`config.mk`:
```
export PLATFORM = sky130hd
export DESIGN_NAME = atrd_kw_track
export DESIGN_NICKNAME = d
export VERILOG_FILES = /design/src/rtl/atrd_pkg.sv /design/src/rtl/atrd_kw_track.sv
export SDC_FILE = /design/constraint.sdc
export NUM_CORES = 1
export LEC_CHECK = 0
export BUFFER_PORTS_ARGS = -buffer_cell sky130_fd_sc_hd__buf_2
export CELL_PAD_IN_SITES_DETAIL_PLACEMENT = 0
export CELL_PAD_IN_SITES_GLOBAL_PLACEMENT = 2
export CORE_AREA = 3 3 87 89
export CTS_BUF_LIST = sky130_fd_sc_hd__clkbuf_8
export CTS_CLUSTER_SIZE = 25
export DETAILED_ROUTE_END_ITERATION = 16
export DIE_AREA = 0 0 90 92
export GPL_ROUTABILITY_DRIVEN = 0
export PLACE_DENSITY = 0.88
export SETUP_SLACK_MARGIN = 0.4
export SKIP_CTS_REPAIR_TIMING = 1
export SYNTH_ARGS = -nofsm -noshare
export SYNTH_HDL_FRONTEND = slang
export SYNTH_SLANG_ARGS = --single-unit
```
`constraint.sdc`:
```
create_clock -name clk -period 8.49 [get_ports clk]
set_clock_uncertainty 0.2 [all_clocks]
set_input_delay 2.1225 -clock clk [delete_from_list [all_inputs] [get_ports clk]]
set_output_delay 2.1225 -clock clk [all_outputs]
set_load 0.01 [all_outputs]
```
`src/rtl/atrd_pkg.sv`:
```
// ----------------------------------------------------------------------------
// atrd_pkg
// Shared types, character codes and keyword tables for the AT response line
// decoder.
// ----------------------------------------------------------------------------
package atrd_pkg;

  localparam int unsigned LINE_MAX_DEF      = 32;
  localparam int unsigned KEYWORD_COUNT_DEF = 12;

  localparam int unsigned KW_TOTAL   = 12;
  localparam int unsigned KW_LEN_MAX = 6;
  localparam int unsigned KW_POS_W   = 3;

  localparam logic [7:0] CH_CR   = 8'h0d;
  localparam logic [7:0] CH_LF   = 8'h0a;
  localparam logic [7:0] CH_EQ   = 8'h3d;
  localparam logic [7:0] CH_ZERO = 8'h30;
  localparam logic [7:0] CH_ONE  = 8'h31;
  localparam logic [7:0] CH_TWO  = 8'h32;
  localparam logic [7:0] CH_A    = 8'h41;
  localparam logic [7:0] CH_Z    = 8'h5a;

  typedef enum logic [3:0] {
    KIND_INITOK  = 4'd0,
    KIND_PWR     = 4'd1,
    KIND_PAIR    = 4'd2,
    KIND_VER     = 4'd3,
    KIND_AMP     = 4'd4,
    KIND_AG      = 4'd5,
    KIND_PEER    = 4'd6,
    KIND_AVRCP   = 4'd7,
    KIND_HLOST   = 4'd8,
    KIND_ALOST   = 4'd9,
    KIND_AUDIO   = 4'd10,
    KIND_LOST    = 4'd11,
    KIND_UNKNOWN = 4'd12
  } atrd_kind_t;

  // keyword text, right aligned: last character in the low byte
  localparam logic [KW_LEN_MAX*8-1:0] KW_TEXT [KW_TOTAL] = '{
    "INITOK", "PWR", "PAIR", "VER", "AMP", "AG",
    "PEER", "AVRCP", "HLOST", "ALOST", "AUDIO", "LOST"
  };
  localparam int unsigned KW_LEN [KW_TOTAL] = '{6, 3, 4, 3, 3, 2, 4, 5, 5, 5, 5, 4};

  typedef struct packed {
    logic [7:0] rx_byte;
  } atrd_rx_t;

  typedef struct packed {
    logic [3:0]        msg_kind;
    logic signed [7:0] hands_free_status;
    logic signed [7:0] media_link_status;
    logic signed [7:0] power_status;
    logic signed [7:0] audio_status;
    logic [7:0]        version_major;
    logic [7:0]        version_minor;
    logic              amp_start;
    logic              link_lost;
    logic              call_incoming;
    logic              paired;
    logic              streaming;
  } atrd_msg_t;

  // committed line characters as seen by the keyword tracker
  typedef struct packed {
    logic                open;
    logic                cr_en;
    logic [KW_POS_W-1:0] cr_pos;
    logic                ch_en;
    logic [KW_POS_W-1:0] ch_pos;
    logic [7:0]          ch;
  } atrd_kw_upd_t;

  function automatic logic [7:0] kw_char(input int unsigned k, input logic [KW_POS_W-1:0] j);
    logic [KW_LEN_MAX*8-1:0] w;
    int                      sh;
    sh = int'(KW_LEN[k]) - 1 - int'(j);
    if (sh < 0) begin
      return 8'h00;
    end
    w = KW_TEXT[k] >> (8 * sh);
    return w[7:0];
  endfunction

endpackage

```
`src/rtl/atrd_kw_track.sv`:
```
// ----------------------------------------------------------------------------
// atrd_kw_track
// Tracks the keyword prefix match of the current line as its characters are
// committed; the kind is ready as soon as the line ends.
// ----------------------------------------------------------------------------
module atrd_kw_track #(
  parameter int unsigned KEYWORD_COUNT = atrd_pkg::KEYWORD_COUNT_DEF
) (
  input  logic                   clk,
  input  logic                   rst,
  input  atrd_pkg::atrd_kw_upd_t upd,
  output atrd_pkg::atrd_kind_t   kind
);
  import atrd_pkg::*;

  localparam int unsigned KW_USED = (KEYWORD_COUNT < KW_TOTAL) ? KEYWORD_COUNT : KW_TOTAL;

  logic [KW_USED-1:0] ok;
  logic [KW_USED-1:0] done;
  logic [KW_USED-1:0] ok_next;
  logic [KW_USED-1:0] done_next;

  // up to two characters per item: a committed lone CR and the new byte
  always_comb begin
    for (int k = 0; k < KW_USED; k++) begin
      ok_next[k]   = ok[k];
      done_next[k] = done[k];
      if (upd.open) begin
        ok_next[k]   = 1'b1;
        done_next[k] = 1'b0;
      end
      if (upd.cr_en && !done_next[k]) begin
        if (kw_char(k, upd.cr_pos) != CH_CR) begin
          ok_next[k] = 1'b0;
        end
        if (int'(upd.cr_pos) + 1 == int'(KW_LEN[k])) begin
          done_next[k] = 1'b1;
        end
      end
      if (upd.ch_en && !done_next[k]) begin
        if (kw_char(k, upd.ch_pos) != upd.ch) begin
          ok_next[k] = 1'b0;
        end
        if (int'(upd.ch_pos) + 1 == int'(KW_LEN[k])) begin
          done_next[k] = 1'b1;
        end
      end
    end
  end

  always_comb begin
    kind = KIND_UNKNOWN;
    for (int k = KW_USED - 1; k >= 0; k--) begin
      if (ok[k] && done[k]) begin
        kind = atrd_kind_t'(4'(k));
      end
    end
  end

  always_ff @(posedge clk) begin
    if (rst) begin
      ok   <= '0;
      done <= '0;
    end else begin
      ok   <= ok_next;
      done <= done_next;
    end
  end

  // a full match needs every keyword character, so done implies the window was reached
  assert property (@(posedge clk) disable iff (rst)
    upd.open |=> (done == '0))
    else $error("keyword tracker not cleared at line open");
  assert property (@(posedge clk) disable iff (rst)
    (upd.cr_en && upd.ch_en) |-> (upd.ch_pos == upd.cr_pos + 1'b1))
    else $error("keyword tracker characters out of order");
  assert property (@(posedge clk) disable iff (rst)
    (ok_next != ok) |-> (upd.open || upd.cr_en || upd.ch_en))
    else $error("keyword match state changed without a character");

endmodule
```
# Word-level counts from Yosys, hierarchy flattened
# Index checks and enable logic that the tools add are counted.
[op_classes] shifts=24 add_sub_neg=12 mux=224 magnitude_cmp=10 n_reduce_logical=60 eq_ne=34
[op_table] cell="two-way mux 8 bit" count=58
[op_table] cell=">> shifter 39 x 32 -> 8 bit, first input constant" count=8
[op_table] cell=">> shifter 23 x 32 -> 8 bit, first input constant" count=6
[op_table] cell=">> shifter 31 x 32 -> 8 bit, first input constant" count=6
[op_table] cell="two-way mux 1 bit" count=154
[op_table] cell="== test 32 x 3 -> 1 bit, second input constant" count=4
[op_table] cell="== test 32 x 4 -> 1 bit, second input constant" count=4
[op_table] cell="inequality test 8 x 4 -> 1 bit, second input constant" count=12
[op_table] cell="inequality test 8 bit" count=12
[op_table] cell=">> shifter 47 x 32 -> 8 bit, first input constant" count=2
[op_table] cell=">> shifter 15 x 32 -> 8 bit, first input constant" count=2
[op_table] cell="two-way mux 4 bit" count=11
[op_table] cell="less-than comparator 4 x 1 -> 1 bit, second input constant" count=10
[op_table] cell="logical AND 1 bit" count=36
[op_table] cell="logical NOT 1 bit" count=24
[op_table] cell="subtractor 2 x 3 -> 4 bit, first input constant" count=4
[op_table] cell="subtractor 3 x 3 -> 4 bit, first input constant" count=4
[op_table] cell="adder 3 x 1 -> 4 bit, second input constant" count=2
[op_table] cell="== test 4 x 3 -> 1 bit, second input constant" count=2
[op_table] cell="subtractor 1 x 3 -> 4 bit, first input constant" count=2
[op_table] cell="two-way mux 3 bit" count=1
[word_totals] wordCells=366 reg_bits=24 inputBits=19

# Logic depth before layout (Yosys ltp)
[logic_depth] depth_word=13 depth_mapped=10 mapped_depth_nobuf=7

# Worst setup path before layout
# No wires, ideal clock.
[synth_timing] path_kind="in2reg" startpoint="input port upd[10] (netlist name)" endpoint="register ok[11]" cell_stages=9 setup_slack_ns=4.179 setup_ns=0.077 arrival_ns=4.035 n_path_buf=2 t_required_ns=8.213 path_cell_list="buf_4 > inv_1 > ha_1 > buf_4 > or3b_1 > a2111oi_2 > a31oi_1 > a2111o_1 > a41oi_2"
[synth_via] elab_chain_cells=9 elab_cells_between_ends=10 classes_between="add/sub (1); order compare (1); eq/ne (1); shift (1); mux (6)"
[synth_lines] item="from (decl)" line_no="atrd_kw_track.sv:11" text="input atrd_pkg::atrd_kw_upd_t upd,"
[synth_lines] item="subtractor 2 x 3 -> 4 bit (*)" line_no="atrd_pkg.sv:79" text="sh = int'(KW_LEN[k]) - 1 - int'(j);"
[synth_lines] item="less-than comparator 4 x 1 -> 1 bit" line_no="atrd_pkg.sv:80" text="if (sh < 0) begin"
[synth_lines] item="two-way mux 1 bit" line_no="atrd_pkg.sv:80"
[synth_lines] item="two-way mux 1 bit" line_no="atrd_kw_track.sv:40" text="if (upd.ch_en && !done_next[k]) begin"
[synth_lines] item="two-way mux 8 bit (*)" line_no="atrd_pkg.sv:83" text="w = KW_TEXT[k] >> (8 * sh);"
[synth_lines] item="two-way mux 8 bit (*)" line_no="atrd_kw_track.sv:40"
[synth_lines] item="inequality test 8 bit (*)" line_no="atrd_kw_track.sv:41" text="if (kw_char(k, upd.ch_pos) != upd.ch) begin"
[synth_lines] item="two-way mux 1 bit (*)" line_no="atrd_kw_track.sv:41"
[synth_lines] item="two-way mux 1 bit (*)" line_no="atrd_kw_track.sv:40"
[synth_lines] item="to (signal assigned)" line_no="atrd_kw_track.sv:65" text="ok <= ok_next;"
[synth_lines] item="to (decl)" line_no="atrd_kw_track.sv:18" text="logic [KW_USED-1:0] ok;"
# Mark *: on every way between the ends. The rest lies on a longest branch, timed or not. The select of a mux whose other input is x is not followed.
# A chain may end at the register's enable or synchronous reset.

# Worst setup path in the final report
[layout_timing] startpoint="input port upd[8] (netlist name)" endpoint="register ok[9]"
[layout_via] elab_chain_cells=9 elab_cells_between_ends=10 classes_between="add/sub (1); order compare (1); eq/ne (1); shift (1); mux (6)"
[layout_lines] item="subtractor 3 x 3 -> 4 bit (*)" line_no="atrd_pkg.sv:79"
[layout_lines] item="less-than comparator 4 x 1 -> 1 bit" line_no="atrd_pkg.sv:80"
[layout_lines] item="two-way mux 1 bit" line_no="atrd_pkg.sv:80"
[layout_lines] item="two-way mux 1 bit" line_no="atrd_kw_track.sv:40"
[layout_lines] item="two-way mux 8 bit (*)" line_no="atrd_pkg.sv:83"
[layout_lines] item="two-way mux 8 bit (*)" line_no="atrd_kw_track.sv:40"
[layout_lines] item="inequality test 8 bit (*)" line_no="atrd_kw_track.sv:41"
[layout_lines] item="two-way mux 1 bit (*)" line_no="atrd_kw_track.sv:41"
[layout_lines] item="two-way mux 1 bit (*)" line_no="atrd_kw_track.sv:40"
# Marks and branches as above.

==> flow_metrics.tcl <==
set metrics [dict create \
    muxShareOfSynthArea 0.0263 \
    wl_um 7350 \
    synth_ff_type "dfxtp_1" \
    ys_ff_latch 24 \
    maxCapViolations 0 \
    setup_viol 0 \
    layout_common_cells "nor2_1 (31), nand2_1 (26), dfxtp_1 (24)" \
    fillers 717 \
    layout.nets 391 \
    worst_r2r_endpoint "ok[0]" \
    dieArea_mm2 0.00828 \
    setup_tns_ps 0 \
    io_pins 23 \
    yosys.area_share.simple 0.239 \
    synth-edff-count 0 \
    drc 0 \
    powerDensity_mw_per_mm2 107 \
    port_buffers 22 \
    cp.arrival_ps 5140 \
    drt_iter0_drc 162 \
    synth_xor_area_frac 0.105 \
    grt.total_usage 0.181 \
    cts_tree "built" \
    initial_core_util 0.390 \
    status "finished, final reports clean" \
    fp-row-count 30 \
    holdPathEnd "ok[5]" \
    stdcell_count 448 \
    synth.distinct_cells 65 \
    core_area_mm2 0.00683 \
    critPathKind "in2reg" \
    slew_viol_final 0 \
    avgSynthCellArea_um2 7.57 \
    worst_pin_slew_ps 617 \
    clkSinkCount 24 \
    synth_top_family_by_area "compound AO/OA/AOI/OAI gates" \
    ant_nets 0 \
    cts_made_buffers 3 \
    grt_max_degree 35 \
    clock-root-buffer "clkbuf_8" \
    htree_levels 1 \
    vias 2513 \
    antenna_found_initial 0 \
    final_layout_size_suffix_gt1_frac 0.105 \
    hold_path_class "reg2reg" \
    drtPass1Iterations 5 \
    viasPerCell 5.61 \
    grt_pass1_wl_um 12400 \
    synth_top_cell_by_area "dfxtp_1" \
    r2r-start "done[0]" \
    clkTransAtPathRegs_ps 90 \
    max_freq_mhz 195 \
    synth_compound_area_frac 0.298 \
    fin_total_pwr_mw 0.303 \
    leakage_nw 1.08 \
    regToRegSetupSlack_ps 6350 \
    grt_overflow 0 \
    fin_crit_sh 0.603 \
    peakVddDrop_mv 0.0496 \
    die_h_um 92 \
    dp.cells 444 \
    synth.area.top_cells "dfxtp_1 (18%), ha_1 (8.9%), xnor2_1 (6.2%)" \
    end_kind "flip-flop" \
    grt_pass1_vias 2357 \
    synthAdderAreaFrac 0.0892 \
    dp_hpwl_um 5420 \
    hp-start "ok[5]" \
    cts_max_path_buffers 2 \
    crit_fanout 34 \
    yosys.area.top_type_share 0.180 \
    rsz0062_at_grt "false" \
    insertion_delay_ps 270 \
    area_growth_pct 5.96 \
    hold_viol 0 \
    holdPathStages 2 \
    synthesis.instances 352 \
    startpoint_type "input port" \
    r2r.worst_path.cells 5 \
    fin_crit_ps 5120 \
    die_w_um 90 \
    synth_warnings 0 \
    worstPathRequired_ps 8510 \
    syn-num-nets 390 \
    synth-seq-area-share 0.180 \
    diodes 0 \
    async_reset_ff_frac 0 \
    relSlewSlack 0.589 \
    final_common_cell "nor2_1" \
    wl_per_cell_um 16.4 \
    synth.cell_area_mm2 0.00267 \
]
-- layout make-up --
cell class | count | area, µm² | share of cell area
Clock buffer | 4 | 55.1 | 0.0195
Timing Repair Buffer | 22 | 110 | 0.0390
Tap cell | 96 | 120 | 0.0425
Inverter | 11 | 41.3 | 0.0146
Multi-Input combinational cell | 291 | 2020 | 0.714
Sequential cell | 24 | 480 | 0.170
-- Yosys cell counts (3+ instances only) --
| master | n |
|---|---|
| nor2_1 | 31 |
| nand2_1 | 26 |
| dfxtp_1 | 24 |
| a21oi_1 | 23 |
| o21ai_0 | 22 |
| ha_1 | 19 |
| xnor2_1 | 19 |
| nand2b_1 | 15 |
| clkbuf_1 | 13 |
| xor2_1 | 13 |
| inv_1 | 10 |
| buf_2 | 8 |
| nor3_1 | 8 |
| mux2i_1 | 7 |
| a211oi_1 | 6 |
| a22oi_1 | 6 |
| nand3_1 | 6 |
| a211o_1 | 5 |
| a21boi_0 | 5 |
| nand4_1 | 5 |
| nor2b_1 | 5 |
| or3_1 | 5 |
| o31ai_1 | 4 |
| a32oi_1 | 3 |
| a41o_1 | 3 |
| and3_1 | 3 |
| buf_4 | 3 |
| o21bai_1 | 3 |
| or4_1 | 3 |
-- state kept, by name, summed over array words and instances, names as in the netlist --
register  flops
done         12
ok           12
-- logic make-up (layout without fill, tap and decap cells) --
| group | Yosys count | count (layout) |
|---|---|---|
| mux | 7 | 7 |
| buf+inv | 37 | 37 |
| fa+ha+maj | 19 | 19 |
| simple gates | 123 | 123 |
| flops | 24 | 24 |
| xor+xnor | 32 | 32 |
| compound gates | 110 | 110 |
-- metrics by stage --
step / setup WS (ps) / area, µm² / hold slack (ps) / utilization
finish: 3370 / 2830 / 312 / 0.414
global route: 2980 / 2830 / 333 / 0.414
CTS: 3400 / 2830 / 314 / 0.414
detailed placement: 3120 / 2770 / 299 / 0.405
global placement: 3240 / 2770 / 303 / 0.405
floorplan: 4180 / 2670 / 268 / -
-- how the worst max path moves through the flow --
stage,slack [ps],depth (start not counted),endpoint,from
floorplan,4180,9,ok[11],upd[10]
global placement,3240,8,ok[9],upd[8]
detailed placement,3120,8,ok[9],upd[8]
CTS,3400,8,ok[9],upd[8]
global route,2980,8,ok[9],upd[8]
finish,3370,8,ok[9],upd[8]
-- power breakdown --
group | switching [mW] | leakage, nW | internal, mW
Sequential | 0.00411 | 0.196 | 0.118
Clock | 0.0380 | 0.0288 | 0.0415
Combinational | 0.0637 | 0.857 | 0.0382
Total | 0.106 | 1.08 | 0.197
-- critical path, stage by stage --
cell and delay (ps):
buf_2 490, clkinv_1 480, ha_1 770, nor2_2 160, a2111oi_2 420, xnor2_1 170
nor4_2 320, a41o_1 190
-- layer usage --
layer  vias to the layer above  part of all wire  GRT usage  wire (µm)
li1                       1284                 -          -          -
met1                      1132              0.49      0.273       3630
met2                        85              0.43      0.270       3180
met3                        12             0.056     0.0156        413
met4                         0             0.018     0.0587        129
met5                         -                 0          0          0
Note: power is estimated with default switching activity, not from simulation.
